## src/hw/rtl/emdc_pkg.sv

```systemverilog
// Shared types and constants for the encoder-matched drive controller.
// No dependencies; used by emdc_drive and encoder_matched_drive_controller.
package emdc_pkg;

  localparam int CountW   = 15;
  localparam int TimerW   = 16;
  localparam int PowerW   = 8;
  localparam int GoalW    = 16;
  localparam int CfgIdxW  = 3;
  localparam int CfgDataW = 16;

  localparam logic [CountW-1:0] CountMax = '1;
  localparam logic [TimerW-1:0] TimerMax = '1;

  // Register indexes on the config channel
  typedef enum logic [CfgIdxW-1:0] {
    CFG_POWER_FLOOR    = 3'd0,
    CFG_POWER_CEIL     = 3'd1,
    CFG_MISMATCH_LIMIT = 3'd2,
    CFG_STOP_BAND      = 3'd3,
    CFG_SETTLE_MS      = 3'd4,
    CFG_TIMEOUT_MS     = 3'd5
  } cfg_index_t;

  // Reset values
  localparam logic [7:0]  PowerFloorRst    = 8'd145;
  localparam logic [7:0]  PowerCeilRst     = 8'd180;
  localparam logic [7:0]  MismatchLimitRst = 8'd5;
  localparam logic [7:0]  StopBandRst      = 8'd15;
  localparam logic [15:0] SettleMsRst      = 16'd500;
  localparam logic [15:0] TimeoutMsRst     = 16'd2000;

  typedef struct packed {
    logic [7:0]  power_floor;
    logic [7:0]  power_ceiling;
    logic [7:0]  mismatch_limit;
    logic [7:0]  stop_band;
    logic [15:0] settle_ms;
    logic [15:0] timeout_ms;
  } cfg_t;

  // Drive law result for one evaluation
  typedef struct packed {
    logic [PowerW-1:0] left_power;
    logic [PowerW-1:0] right_power;
    logic              on_target;   // arrived and sides matched
  } drive_t;

endpackage

```

## src/hw/rtl/emdc_drive.sv

```systemverilog
// Drive law: ramped, clamped motor power and side balancing from pulse counts.
// Depends on emdc_pkg (cfg_t, drive_t, widths).
module emdc_drive (
  input  logic [emdc_pkg::CountW-1:0]       left_count,
  input  logic [emdc_pkg::CountW-1:0]       right_count,
  input  logic signed [emdc_pkg::GoalW-1:0] goal,
  input  emdc_pkg::cfg_t                    cfg,
  output emdc_pkg::drive_t                  drive
);

  logic [15:0]        sum;
  logic [14:0]        avg;
  logic [14:0]        diff;
  logic [14:0]        maxc;
  logic               left_lead;
  logic signed [16:0] goal_x;
  logic [16:0]        abs_goal;
  logic signed [16:0] goal_adj;
  logic signed [16:0] half_goal;
  logic signed [16:0] avg_s;
  logic               arrived;
  logic               mismatch;
  logic signed [21:0] ramp;
  logic signed [21:0] pw;
  logic signed [21:0] pw_hi;
  logic signed [21:0] min_s;
  logic signed [21:0] max_s;
  logic [7:0]         pw_c;

  assign sum       = {1'b0, left_count} + {1'b0, right_count};
  assign avg       = sum[15:1];
  assign left_lead = left_count > right_count;
  assign diff      = left_lead ? (left_count - right_count) : (right_count - left_count);
  assign maxc      = left_lead ? left_count : right_count;

  assign goal_x   = {goal[15], goal};
  assign abs_goal = goal[15] ? 17'(-goal_x) : 17'(goal_x);
  // truncate toward zero on halving
  assign goal_adj  = goal_x + $signed({16'b0, goal[15]});
  assign half_goal = goal_adj >>> 1;
  assign avg_s     = $signed({2'b0, avg});

  assign arrived  = {2'b0, maxc} >= abs_goal;
  assign mismatch = diff > {7'b0, cfg.mismatch_limit};

  assign min_s = $signed({14'b0, cfg.power_floor});
  assign max_s = $signed({14'b0, cfg.power_ceiling});

  always_comb begin
    if (avg_s > half_goal) begin
      ramp = $signed({{6{goal[15]}}, goal}) - $signed({3'b0, avg, 4'b0});
    end else begin
      ramp = $signed({5'b0, avg, 2'b0});
    end
    pw    = ramp + min_s;
    pw_hi = (pw > max_s) ? max_s : pw;
    pw_c  = (pw_hi < min_s) ? cfg.power_floor : pw_hi[7:0];
  end

  always_comb begin
    drive.left_power  = '0;
    drive.right_power = '0;
    drive.on_target   = arrived && !mismatch;
    if (!arrived) begin
      if (mismatch) begin
        if (left_lead) drive.left_power = pw_c;
        else           drive.right_power = pw_c;
      end else begin
        drive.left_power  = pw_c;
        drive.right_power = pw_c;
      end
    end else if (diff >= {7'b0, cfg.stop_band}) begin
      // residual correction after arrival
      if (left_lead) drive.left_power = cfg.power_floor;
      else           drive.right_power = cfg.power_floor;
    end
  end

endmodule

```

## src/hw/rtl/encoder_matched_drive_controller.sv

```systemverilog
// Top level of the encoder-matched straight-drive controller.
// Depends on emdc_pkg and emdc_drive.
//
// Output: a result beat appears on m_* in the cycle after its input beat is taken.
// Throughput: one beat per cycle unless m_tready stalls; the whole update (edge
//   count, timers, drive law) is one combinational pass into the output register.
// Reset (rst, synchronous): config returns to defaults, move idle, counts,
//   timers and goal zero, output register empty. No clearing pass.
module encoder_matched_drive_controller (
  input  logic        clk,
  input  logic        rst,
  // input stream
  input  logic        s_tvalid,
  output logic        s_tready,
  input  logic [23:0] s_tdata,   // [15:0] target_pulses, [16] left_level,
                                 // [17] right_level, [18] ms_tick, [23:19] zero
  input  logic        s_tuser,   // [0] mode (0 sample, 1 start)
  // result stream
  output logic        m_tvalid,
  input  logic        m_tready,
  output logic [47:0] m_tdata,   // [7:0] left_power, [15:8] right_power,
                                 // [16] forward, [17] moving,
                                 // [32:18] left_total, [47:33] right_total
  // config write channel
  input  logic        cfg_valid,
  output logic        cfg_ready,
  input  logic [emdc_pkg::CfgIdxW-1:0]  cfg_index,
  input  logic [emdc_pkg::CfgDataW-1:0] cfg_data
);

  localparam int CW = emdc_pkg::CountW;
  localparam int TW = emdc_pkg::TimerW;

  // config registers
  emdc_pkg::cfg_t cfg;

  // move state
  logic          left_prev, right_prev;
  logic [CW-1:0] left_count, right_count;
  logic signed [15:0] goal;
  logic [TW-1:0] since_off_target, since_start;
  logic          active;

  // unpacked input beat
  logic               in_mode;
  logic signed [15:0] in_target;
  logic               in_left, in_right, in_tick;
  logic               accept;

  // next state
  logic [CW-1:0]      left_count_next, right_count_next;
  logic signed [15:0] goal_next;
  logic [TW-1:0]      sot_step, since_start_next, since_off_target_next;
  logic               active_step, active_next, end_move;

  emdc_pkg::drive_t drive;
  logic [7:0] left_power, right_power;

  assign in_target = $signed(s_tdata[15:0]);
  assign in_left   = s_tdata[16];
  assign in_right  = s_tdata[17];
  assign in_tick   = s_tdata[18];
  assign in_mode   = s_tuser;

  // output register frees up when its beat is taken
  assign s_tready  = !m_tvalid || m_tready;
  assign accept    = s_tvalid && s_tready;
  assign cfg_ready = 1'b1;

  // ---- config writes ----
  always_ff @(posedge clk) begin
    if (rst) begin
      cfg.power_floor    <= emdc_pkg::PowerFloorRst;
      cfg.power_ceiling  <= emdc_pkg::PowerCeilRst;
      cfg.mismatch_limit <= emdc_pkg::MismatchLimitRst;
      cfg.stop_band      <= emdc_pkg::StopBandRst;
      cfg.settle_ms      <= emdc_pkg::SettleMsRst;
      cfg.timeout_ms     <= emdc_pkg::TimeoutMsRst;
    end else if (cfg_valid) begin
      case (cfg_index)
        emdc_pkg::CFG_POWER_FLOOR:    cfg.power_floor    <= cfg_data[7:0];
        emdc_pkg::CFG_POWER_CEIL:     cfg.power_ceiling  <= cfg_data[7:0];
        emdc_pkg::CFG_MISMATCH_LIMIT: cfg.mismatch_limit <= cfg_data[7:0];
        emdc_pkg::CFG_STOP_BAND:      cfg.stop_band      <= cfg_data[7:0];
        emdc_pkg::CFG_SETTLE_MS:      cfg.settle_ms      <= cfg_data;
        emdc_pkg::CFG_TIMEOUT_MS:     cfg.timeout_ms     <= cfg_data;
        default: ;
      endcase
    end
  end

  // ---- count / timer step ----
  // Start loads the goal and clears everything; a sample during a move counts
  // rising edges and ticks the timers. Both saturate.
  always_comb begin
    goal_next        = goal;
    left_count_next  = left_count;
    right_count_next = right_count;
    sot_step         = since_off_target;
    since_start_next = since_start;
    active_step      = active;
    if (in_mode) begin
      goal_next        = in_target;
      left_count_next  = '0;
      right_count_next = '0;
      sot_step         = '0;
      since_start_next = '0;
      active_step      = 1'b1;
    end else if (active) begin
      if (in_left && !left_prev && left_count != emdc_pkg::CountMax)
        left_count_next = left_count + CW'(1);
      if (in_right && !right_prev && right_count != emdc_pkg::CountMax)
        right_count_next = right_count + CW'(1);
      if (in_tick) begin
        if (since_off_target != emdc_pkg::TimerMax) sot_step = since_off_target + TW'(1);
        if (since_start != emdc_pkg::TimerMax) since_start_next = since_start + TW'(1);
      end
    end
  end

  emdc_drive u_drive (
    .left_count  (left_count_next),
    .right_count (right_count_next),
    .goal        (goal_next),
    .cfg         (cfg),
    .drive       (drive)
  );

  // ---- end of move and settle timer ----
  assign end_move = active_step &&
                    (sot_step >= cfg.settle_ms || since_start_next >= cfg.timeout_ms);
  assign active_next = active_step && !end_move;
  // settle timer restarts whenever the move is off target
  assign since_off_target_next = (active_next && !drive.on_target) ? '0 : sot_step;
  assign left_power  = active_next ? drive.left_power  : '0;
  assign right_power = active_next ? drive.right_power : '0;

  always_ff @(posedge clk) begin
    if (rst) begin
      left_prev        <= 1'b0;
      right_prev       <= 1'b0;
      left_count       <= '0;
      right_count      <= '0;
      goal             <= '0;
      since_off_target <= '0;
      since_start      <= '0;
      active           <= 1'b0;
    end else if (accept) begin
      left_prev        <= in_left;
      right_prev       <= in_right;
      left_count       <= left_count_next;
      right_count      <= right_count_next;
      goal             <= goal_next;
      since_off_target <= since_off_target_next;
      since_start      <= since_start_next;
      active           <= active_next;
    end
  end

  // ---- output register ----
  always_ff @(posedge clk) begin
    if (rst) begin
      m_tvalid <= 1'b0;
    end else if (accept) begin
      m_tvalid <= 1'b1;
    end else if (m_tready) begin
      m_tvalid <= 1'b0;
    end
  end

  always_ff @(posedge clk) begin
    if (accept) begin
      m_tdata <= {right_count_next, left_count_next, active_next, !goal_next[15],
                  right_power, left_power};
    end
  end

  // ---- assertions ----
  logic [14:0] out_diff;
  assign out_diff = (m_tdata[32:18] > m_tdata[47:33]) ? (m_tdata[32:18] - m_tdata[47:33])
                                                      : (m_tdata[47:33] - m_tdata[32:18]);

  a_idle_no_power: assert property (@(posedge clk) disable iff (rst)
    (m_tvalid && !m_tdata[17]) |-> (m_tdata[15:0] == 16'd0))
    else $error("power driven while no move is active");

  a_start_clears: assert property (@(posedge clk) disable iff (rst)
    (accept && in_mode) |=> (left_count == '0 && right_count == '0 && since_start == '0))
    else $error("start beat did not clear counts and timer");

  a_power_floor: assert property (@(posedge clk) disable iff (rst)
    (m_tvalid && (m_tdata[7:0] != 8'd0 || m_tdata[15:8] != 8'd0)) |->
    ((m_tdata[7:0] == 8'd0 || m_tdata[7:0] >= cfg.power_floor) &&
     (m_tdata[15:8] == 8'd0 || m_tdata[15:8] >= cfg.power_floor)))
    else $error("driven power below the power floor");

  a_both_sides_matched: assert property (@(posedge clk) disable iff (rst)
    (m_tvalid && m_tdata[7:0] != 8'd0 && m_tdata[15:8] != 8'd0) |->
    (out_diff <= {7'b0, cfg.mismatch_limit}))
    else $error("both sides driven while mismatched");

  a_idle_holds_timer: assert property (@(posedge clk) disable iff (rst)
    (accept && !in_mode && !active) |=> $stable(since_start))
    else $error("timer moved while idle");

endmodule

```

## config.mk

```make
export PLATFORM = sky130hd
export DESIGN_NAME = encoder_matched_drive_controller
export DESIGN_NICKNAME = d
export VERILOG_FILES = /design/src/hw/rtl/emdc_pkg.sv /design/src/hw/rtl/emdc_drive.sv /design/src/hw/rtl/encoder_matched_drive_controller.sv
export SDC_FILE = /design/constraint.sdc
export NUM_CORES = 1
export LEC_CHECK = 0
export BUFFER_PORTS_ARGS = -buffer_cell sky130_fd_sc_hd__buf_2
export CORE_ASPECT_RATIO = 1.4
export CORE_MARGIN = 1.5
export CORE_UTILIZATION = 45
export CTS_BUF_LIST = sky130_fd_sc_hd__clkbuf_4
export DETAILED_ROUTE_END_ITERATION = 8
export GPL_ROUTABILITY_DRIVEN = 0
export PLACE_DENSITY = 0.64
export SLEW_MARGIN = 20
export SYNTH_ARGS = -nofsm -noshare
export SYNTH_HDL_FRONTEND = slang
export SYNTH_SLANG_ARGS = --single-unit
```

## constraint.sdc

```tcl
create_clock -name clk -period 13.45 [get_ports clk]
set_input_delay 1.345 -clock clk [delete_from_list [all_inputs] [get_ports clk]]
set_output_delay 1.345 -clock clk [all_outputs]
set_load 0.005 [all_outputs]
```

Word-level counts from Yosys, hierarchy flattened
Cells that the tools add are included.
Storage, ports and cells
  register bits after elaboration: 194
  latch bits: 0
  RAM bits: 0
  ROM bits: 0
  input port bits: 49
  output and inout bits: 51
  word-level logic and storage cells: 104
  memories: 0
Operators by class
  add/sub/neg operators: 11
  multiply operators: 0
  div/mod/pow operators: 0
  magnitude comparators: 9
  equal/unequal tests: 9
  shift operators: 0
  multiplexer cells: 32
  bitwise gates (word level): 0
  reduce and logical (&&, ||, !) cells: 26
Operators with widths (count)
  $mux W16: 13
  $mux W15: 8
  $mux W22: 2
  $mux W8: 5
  $add A16 B1 Y16 const B: 2
  $ge A16 B16 Y1: 2
  $ne A16 B16 Y1 const B: 2
  $add A15 B1 Y15 const B: 2
  $ne A15 B15 Y1 const B: 2
  $sub A15 B15 Y15: 2
  $add A22 B9 Y22: 1
  $gt A22 B9 Y1: 1
  $lt A22 B9 Y1: 1
  $sub A16 B20 Y21: 1
  $add A16 B2 Y17: 1
  $ge A15 B17 Y1: 1
  $mux W17: 1
  $neg A16 Y17: 1
  $add A15 B15 Y16: 1
  $gt A16 B16 Y1: 1
  $ge A15 B8 Y1: 1
  $gt A15 B15 Y1: 1
  $gt A15 B8 Y1: 1
  $reduce_and A2 Y1: 6
  9 further kinds: 28

Logic depth before layout (Yosys ltp)
Gate-level depths: netlist (run 1).
  word-level depth: 17
  depth in mapped cells: 61
  gate-level depth less buffers: 59

By module
A second synthesis (run 1) with hierarchy kept.
Second synthesis, totals
  cell total of the unflattened synthesis: 2047
  area, all modules: 16285.6 um2
By module, submodules not included
  encoder_matched_drive_controller: times used 1, cells each 1115, area an instance 9711.8 um2, sequential area each 4364.2 um2
  emdc_drive: times used 1, cells each 932, area an instance 6573.8 um2, sequential area each 0.0 um2

Least setup slack after synthesis (run 1)
No wires, ideal clock.
  path kind: in2reg
  from: input s_tuser
  to: register m_tdata[8], data pin
  setup time: 0.255 ns
  arrival: 12.092 ns
  required time: 13.195 ns
  path slack: 1.103 ns
  stages: 53
  buffers on the path: 8
  cells stage by stage: buf_2 buf_2 buf_1 clkbuf_1 buf_1 nor2_1 inv_1 ha_1 clkbuf_1 nor3_1 o21ai_1 a211oi_1 nor4_1 or4b_2 clkbuf_1 inv_1 ha_1 and2_1 (+17 left out) or4_4 a211oi_4 a31oi_4 mux2i_1 inv_1 ha_1 a21oi_1 nor2b_1 o21ai_0 nand2b_1 or3b_2 or2_2 o211ai_1 or3_1 o221ai_2 o211ai_1 nor2_1 a31o_1
Between the ends
  word-level cells in the longest chain between the ends: 12
  elaborated cells between the ends (all ways): 37
  those cells by class: 7 x add/sub; 9 x order compare; 17 x mux; 4 x reduce/logical
Ends and longest elaborated chain
  start, declared: RTL line encoder_matched_drive_controller.sv:17  | input logic s_tuser,
  $mux W15 *: RTL line encoder_matched_drive_controller.sv:102  | if (in_mode) begin
  net left_count_next[2]: RTL line encoder_matched_drive_controller.sv:51  | logic [CW-1:0] left_count_next, right_count_next;
  $add A15 B15 Y16: RTL line emdc_drive.sv:30  | assign sum = {1'b0, left_count} + {1'b0, right_count};
  $sub A16 B20 Y21 or $gt A16 B16 Y1 (tied branches): RTL line emdc_drive.sv:51, emdc_drive.sv:50
  $mux W22: RTL line emdc_drive.sv:50  | if (avg_s > half_goal) begin
  $add A22 B9 Y22: RTL line emdc_drive.sv:55  | pw = ramp + min_s;
  $gt A22 B9 Y1: RTL line emdc_drive.sv:56  | pw_hi = (pw > max_s) ? max_s : pw;
  $mux W22: RTL line emdc_drive.sv:56
  $lt A22 B9 Y1: RTL line emdc_drive.sv:57  | pw_c = (pw_hi < min_s) ? cfg.power_floor : pw_hi[7:0];
  $mux W8: RTL line emdc_drive.sv:57
  $mux W8: RTL line emdc_drive.sv:66  | if (left_lead) drive.left_power = pw_c;
  $mux W16: RTL line emdc_drive.sv:65  | if (mismatch) begin
  $mux W16 *: RTL line emdc_drive.sv:64  | if (!arrived) begin
  end signal, assigned: RTL line encoder_matched_drive_controller.sv:173  | m_tdata <= {right_count_next, left_count_next, active_next, !goal_next[15],
  end, declared: RTL line encoder_matched_drive_controller.sv:21  | output logic [47:0] m_tdata,
Mark *: on every way through the listed nets, which the timed path passes. The rest lies on a longest branch.
A chain may end at the register's enable or synchronous reset.

Final worst setup path (run 1)
  from: register right_count[0]
  to: register m_tdata[10], data pin
Between the ends
  word-level cells in the longest chain between the ends: 16
  elaborated cells between the ends (all ways): 28
  those cells by class: 6 x add/sub; 7 x order compare; 1 x eq/ne; 13 x mux; 1 x reduce/logical
Ends and longest elaborated chain
  start, declared: RTL line encoder_matched_drive_controller.sv:39  | logic [CW-1:0] left_count, right_count;
  start signal, assigned: RTL line encoder_matched_drive_controller.sv:152  | right_count <= right_count_next;
  parallel branches: the longest is 3 deep, another holds $add A15 B1 Y15
  $mux W15 *: RTL line encoder_matched_drive_controller.sv:109  | end else if (active) begin
  $mux W15 *: RTL line encoder_matched_drive_controller.sv:102
  net right_count_next[0]: RTL line encoder_matched_drive_controller.sv:51
  $add A15 B15 Y16: RTL line emdc_drive.sv:30
  $sub A16 B20 Y21 or $gt A16 B16 Y1 (tied branches): RTL line emdc_drive.sv:51, emdc_drive.sv:50
  $mux W22: RTL line emdc_drive.sv:50
  $add A22 B9 Y22: RTL line emdc_drive.sv:55
  $gt A22 B9 Y1: RTL line emdc_drive.sv:56
  $mux W22: RTL line emdc_drive.sv:56
  $lt A22 B9 Y1: RTL line emdc_drive.sv:57
  $mux W8: RTL line emdc_drive.sv:57
  $mux W8: RTL line emdc_drive.sv:66
  $mux W16: RTL line emdc_drive.sv:65
  $mux W16 *: RTL line emdc_drive.sv:64
Mark *: on every way through the listed nets, which the timed path passes.

==> impl_metrics.csv, run 1 <==
group,metric,value,unit
cells_and_area,fin_nets,2403,
yosys,synth_top_family_by_area,"simple AND/OR/NAND/NOR gates",
yosys,synth-seq-cells,194,
cells_and_area,drive_gt1_share,12.0,%
global_route,antenna_found_initial,1,
routing,viasPerCell,5.72,
yosys,synth_xor_area_share,6.06,%
yosys,synth_cell_types,104,
yosys,ys_seq_area_share,27.0,%
clocking,h-tree-depth,4,
timing,fmax,80.0,MHz
cells_and_area,area_delta_synth_final,10.1,%
global_route,grt_max_degree,87,
setup_path,crit_fanout,16,
yosys,synthTopCellsByArea,"dfxtp_1, ha_1, edfxtp_1",
timing,rsz0062_at_grt,"no",
power,p_total,0.00140,W
floorplanning,die_w,163,um
setup_path,crit_path_start,"right_count[0]",
clocking,tritoncts,"done",
setup_path,crit_type,"flip-flop to flip-flop",
timing,fin_crit,12.50,ns
run_status,status,"completed",
yosys,synth_compound_area_share,21.1,%
floorplanning,core,35600,sq um
floorplanning,start_util,45.4,%
routing,final_antenna_net_count,0,
timing,drv_slew,0,
routing,route.detailed.drc,0,
placement,dp.final_hpwl,36.0,mm
floorplanning,core.rowCount,82,
timing,fin_worst_skew,0.0418,ns
setup_path,reg2reg_to,"m_tdata[10]",
clocking,cts_root_buffer,"clkbuf_4",
setup_path,cp_slowest_cell,"a211oi_1",
yosys,async_reset_ff_share,0,%
clocking,postCtsHoldBufs,0,
setup_path,cp_common_cell,"ha_1",
yosys,synth_top_area_share,18.1,%
yosys,synth-edff-count,48,
placement,io_buffers,93,
setup_path,r2r_setup_slack,0.95,ns
clocking,cts_sinks,194,
timing,fin_crit_sh,93.0,%
floorplanning,ios,100,
global_route,first_global_vias,14214,
yosys,synth.area.mux_share,3.66,%
timing,finalSetupTns,0,ns
power,p_leak,7.64,nW
setup_path,crit_end,"m_tdata[10]",
yosys,synth-simple-area-share,23.0,%
routing,drt_iter0_drc,974,
setup_path,cp_slowest_stage_delay,0.68,ns
timing,holdWs,0.460,ns
routing,first_pass_iters,5,
setup_path,required,13.96,ns
setup_path,r2r-start,"right_count[0]",
routing,via_count,15233,
yosys,synth_ff_type,"dfxtp_1",
setup_path,cp-start-kind,"flip-flop",
yosys,syn_inst,2084,
power,power_density,78.8,nW/um^2
power,ir_worst_vdd,0.0000621,V
timing,hold_viol,0,
yosys,synth_fa_ha_area_share,13.4,%
timing,finalSetupViolCount,0,
yosys,ys_warn_count,0,
yosys,synth_nets,2301,
setup_path,crit_buf_inv,5,
yosys,synth_top_area_cell,"dfxtp_1",
cells_and_area,num-fill-cells,3495,
clocking,path_clk_slew,0.17,ns
routing,totalWireLength,46.6,mm
setup_path,critPathCaptureType,"flip-flop",
yosys,yosys.cell_count.top_type,"nand2_1",
routing,wl_per_cell,17.5,um
floorplanning,die_area,37100,sq um
setup_path,path_depth,56,
placement,dp_cells,2629,
cells_and_area,finalNonFillerCells,2662,
job,drv_cap,0,
yosys,synth_common_cells,"nand2_1, nor2_1, ha_1",
setup_path,crit_family,"compound AO/OA/AOI/OAI gates",
global_route,grt_pass1_wl,74.0,mm
timing,worst_pin_slew,0.928,ns
clocking,cts_buffers,17,
timing,slew_headroom,37.9,%
global_route,grt_usage,25.2,%
min_path,hp-class,"flip-flop to flip-flop",
floorplanning,die_h,227,um
global_route,grt_remaining_overflow,0,
setup_path,arrival,13.02,ns
yosys,synth_area,16200,sq um
setup_path,reg2reg_depth,56,
clocking,clock_latency,0.67,ns
yosys,synth_area_per_cell,7.76,sq um
clocking,clock_path_buffers,2,
## power breakdown
group          switching, W  total, W  internal, W
sequential        0.0000107  0.000637     0.000627
combinational      0.000237  0.000408     0.000172
clock              0.000223  0.000357     0.000134
total              0.000471   0.00140     0.000932
## metal layers
layer	global-route usage (%)	up-vias	routed length (um)
li1	-	7530	-
met2	44.2	435	23200
met4	12.4	0	2100
met1	30.0	7141	19400
met5	0	-	0
met3	3.32	127	1940
## flip-flops by register name, summed over array words and instances, names as in the netlist
name              cells
left_count           15
active                1
m_tvalid              1
right_prev            1
m_tdata              48
since_off_target     16
goal                 16
left_prev             1
since_start          16
right_count          15
cfg                  64
## per-stage QoR
stage	util, %	worst slack (ns)	area [sq um]
floorplan	-	1.10	16200
global placement	49.1	0.629	17500
detailed placement	49.1	0.480	17500
CTS	50.0	1.00	17800
global route	50.0	0.0479	17800
finish	50.0	0.946	17800
## final cells by class
class                   instances  area (sq um)  area share, %
well taps                     462           578           3.25
clock buffers                  18           135          0.759
diodes                          1          2.50         0.0141
clock inverters                14           179           1.00
multi-input cells            1647         10900           61.1
flip-flops and latches        194          4360           24.5
inverters                     160           607           3.41
repair buffers                166          1050           5.92
## worst min-delay path, cell delays in order (launching register included)
cell and delay [ns]:
dfxtp_1 0.34, nand2_1 0.05, a21oi_1 0.05
## repair_timing
item / 4_1_cts / 5_1_grt
setup endpoints to repair: 0 / 16
buffers inserted: 0 / 0
gates resized for setup: 0 / 4
## cells in the final DEF (no fill, tap or decap), types with 61 or more instances in the layout
cell type,Yosys,routed
inv_1,157,156
buf_4,1,71
a21oi_1,160,159
nor2_1,208,208
dfxtp_1,146,146
nand2_1,308,307
o21ai_0,70,70
xnor2_1,61,61
nand3_1,65,65
ha_1,163,162
buf_2,4,92
## kinds of logic (layout without fill, tap and decap cells)
group                      after synthesis  count (layout)
and+or+nand+nor                        803             803
buffers and inverters                  243             358
muxes                                   58              58
xor gates and xnor gates               112             112
other                                    1               2
adders and majority gates              171             171
AOI/OAI and AO/OA                      502             502
DFF                                    194             194
## worst min-delay path by stage
stage,cells past startpoint,slack [ns],end,start
after floorplan,2,0.43,left_prev,left_prev
after global placement,2,0.44,left_prev,left_prev
after detailed placement,2,0.44,left_prev,left_prev
after CTS,2,0.46,left_prev,left_prev
after global routing,2,0.48,cfg[15],cfg[15]
final,2,0.46,left_prev,left_prev
Note: power is estimated with default switching activity, not from simulation.
==> inputs of run 2 (changes only) <==
--- a/config.mk
+++ b/config.mk
@@ -15,2 +15,3 @@
 export PLACE_DENSITY = 0.64
+export RECOVER_POWER = 100
 export SLEW_MARGIN = 20
--- a/constraint.sdc
+++ b/constraint.sdc
@@ -3,2 +3,2 @@
 set_output_delay 1.345 -clock clk [all_outputs]
-set_load 0.005 [all_outputs]
+set_load 0.05 [all_outputs]
==> run 2 against run 1 <==
Net effect: the run now ends with max-capacitance violations, max-slew violations left; clock power hardly changed; wire length is 0.38% higher; critical path depth is 2 higher; count of clock-buffer cells in the layout stayed put; hold slack better by 0.0022 ns; die area stayed put; combinational power is 11% higher; sequential cell count stayed put; largest cell class unchanged.
==> impl_metrics.csv, run 2 (synthesis results as in run 1) <==
group,metric,value,unit
run_status,status,"finished with violations",
run_status,failed_checks,"max-capacitance violations, max-slew violations",
job,drv_cap,6,
routing,drt_iter0_drc,1043,
routing,wl_per_cell,17.6,um
global_route,grt_usage,25.2,%
setup_path,r2r-start,"right_count[0]",
power,power_density,82.2,nW/um^2
setup_path,crit_path_start,"right_count[0]",
setup_path,path_depth,58,
setup_path,crit_buf_inv,8,
placement,dp_cells,2629,
clocking,clock_path_buffers,2,
setup_path,arrival,13.02,ns
clocking,path_clk_slew,0.18,ns
timing,hold_viol,0,
cells_and_area,largest_register_ffs,64,
routing,route.detailed.drc,0,
floorplanning,ios,100,
clocking,cts_setup_buffers,0,
setup_path,crit_end,"m_tdata[0]",
timing,drv_slew,391,
global_route,grt_max_degree,87,
floorplanning,start_util,45.4,%
min_path,hp-class,"flip-flop to flip-flop",
floorplanning,core,35600,sq um
setup_path,crit_family,"compound AO/OA/AOI/OAI gates",
clocking,cts_buffers,17,
routing,via_count,15288,
timing,worst_pin_slew,4.01,ns
routing,first_pass_iters,6,
routing,viasPerCell,5.74,
timing,fin_crit_sh,92.9,%
placement,dp.final_hpwl,36.0,mm
clocking,tritoncts,"done",
clocking,h-tree-depth,4,
cells_and_area,top_register,"cfg",
clocking,cts_root_buffer,"clkbuf_4",
cells_and_area,area_delta_synth_final,8.92,%
power,ir_worst_vdd,0.0000622,V
global_route,antenna_found_initial,1,
setup_path,reg2reg_depth,58,
timing,fin_crit,12.49,ns
cells_and_area,fin_nets,2403,
global_route,met3_usage,3.32,%
floorplanning,die_h,227,um
cells_and_area,layout_common_cells,"nand2_1, nor2_1, ha_1",
setup_path,r2r_setup_slack,0.96,ns
global_route,first_global_vias,14214,
setup_path,cp_slowest_stage_delay,0.76,ns
cells_and_area,final_common_cell,"nand2_1",
floorplanning,die_area,37100,sq um
cells_and_area,drive_gt1_share,8.32,%
global_route,grt_pass1_wl,74.0,mm
floorplanning,core.rowCount,82,
global_route,grt_remaining_overflow,0,
global_route,grtUsageMet2,44.2,%
placement,io_buffers,93,
floorplanning,die_w,163,um
setup_path,crit_type,"flip-flop to flip-flop",
power,p_leak,7.35,nW
routing,final_antenna_net_count,0,
timing,fmax,80.0,MHz
routing,totalWireLength,46.8,mm
setup_path,required,13.97,ns
clocking,clock_latency,0.67,ns
cells_and_area,finalNonFillerCells,2662,
timing,rsz0062_at_grt,"no",
setup_path,crit_fanout,8,
setup_path,cp-start-kind,"flip-flop",
clocking,cts_sinks,194,
timing,finalSetupTns,0,ns
global_route,grt_util_met1,30.0,%
setup_path,reg2reg_to,"m_tdata[0]",
cells_and_area,num-fill-cells,3557,
cells_and_area,reg_top3,"cfg x64, m_tdata x48",
timing,finalSetupViolCount,0,
setup_path,cp_slowest_cell,"or4b_2",
timing,slew_headroom,-168,%
global_route,busiest_layer,"met2",
timing,fin_worst_skew,0.0389,ns
setup_path,critPathCaptureType,"flip-flop",
[run 2: timing repair]
action                                  4_1_cts  5_1_grt
hold buffers                                  0        0
endpoints found under the setup margin        0       16
resized for setup                             0        4
[run 2: through the flow]
step | hold WS [ns] | total power (W) | cell area, sq um | setup slack, ns | utilization [%]
after floorplan | 0.431 | 0.000972 | 16200 | 1.10 | -
after global placement | 0.437 | 0.00109 | 17500 | 0.629 | 49.1
after detailed placement | 0.441 | 0.00110 | 17500 | 0.480 | 49.1
after CTS | 0.463 | 0.00146 | 17800 | 1.00 | 50.0
after global routing | 0.482 | 0.00152 | 17600 | 0.0245 | 49.5
final | 0.462 | 0.00145 | 17600 | 0.956 | 49.5
[run 2: power by group]
| part | switching (W) | internal (W) | leakage, nW |
|---|---|---|---|
| Sequential | 0.0000111 | 0.000628 | 1.66 |
| Combinational | 0.000286 | 0.000167 | 5.53 |
| Clock | 0.000223 | 0.000134 | 0.162 |
| Total | 0.000520 | 0.000929 | 7.35 |
[run 2: cell type report]
type	count	area (sq um)	area share (%)
Multi-Input combinational cell	1647	10900	61.7
Sequential cell	194	4360	24.8
Timing Repair Buffer	166	877	4.98
Inverter	160	606	3.44
Tap cell	462	578	3.28
Clock inverter	14	179	1.02
Clock buffer	18	135	0.767
Antenna cell	1	2.50	0.0142
[run 2: tightest hold or removal path: stages (launching register included)]
cell and delay (ns):
dfxtp_1 0.34, nand2_1 0.05, a21oi_1 0.05
[run 2: routing by layer]
layer,wire [um],vias up
li1,-,7531
met1,19600,7183
met2,23200,446
met3,1900,128
met4,2080,0
met5,0,-
[run 2: worst min path at each step]
stage,cells past startpoint,start,end
after floorplan,2,left_prev,left_prev
after global placement,2,left_prev,left_prev
after detailed placement,2,left_prev,left_prev
after CTS,2,left_prev,left_prev
after global routing,2,cfg[15],cfg[15]
final,2,left_prev,left_prev
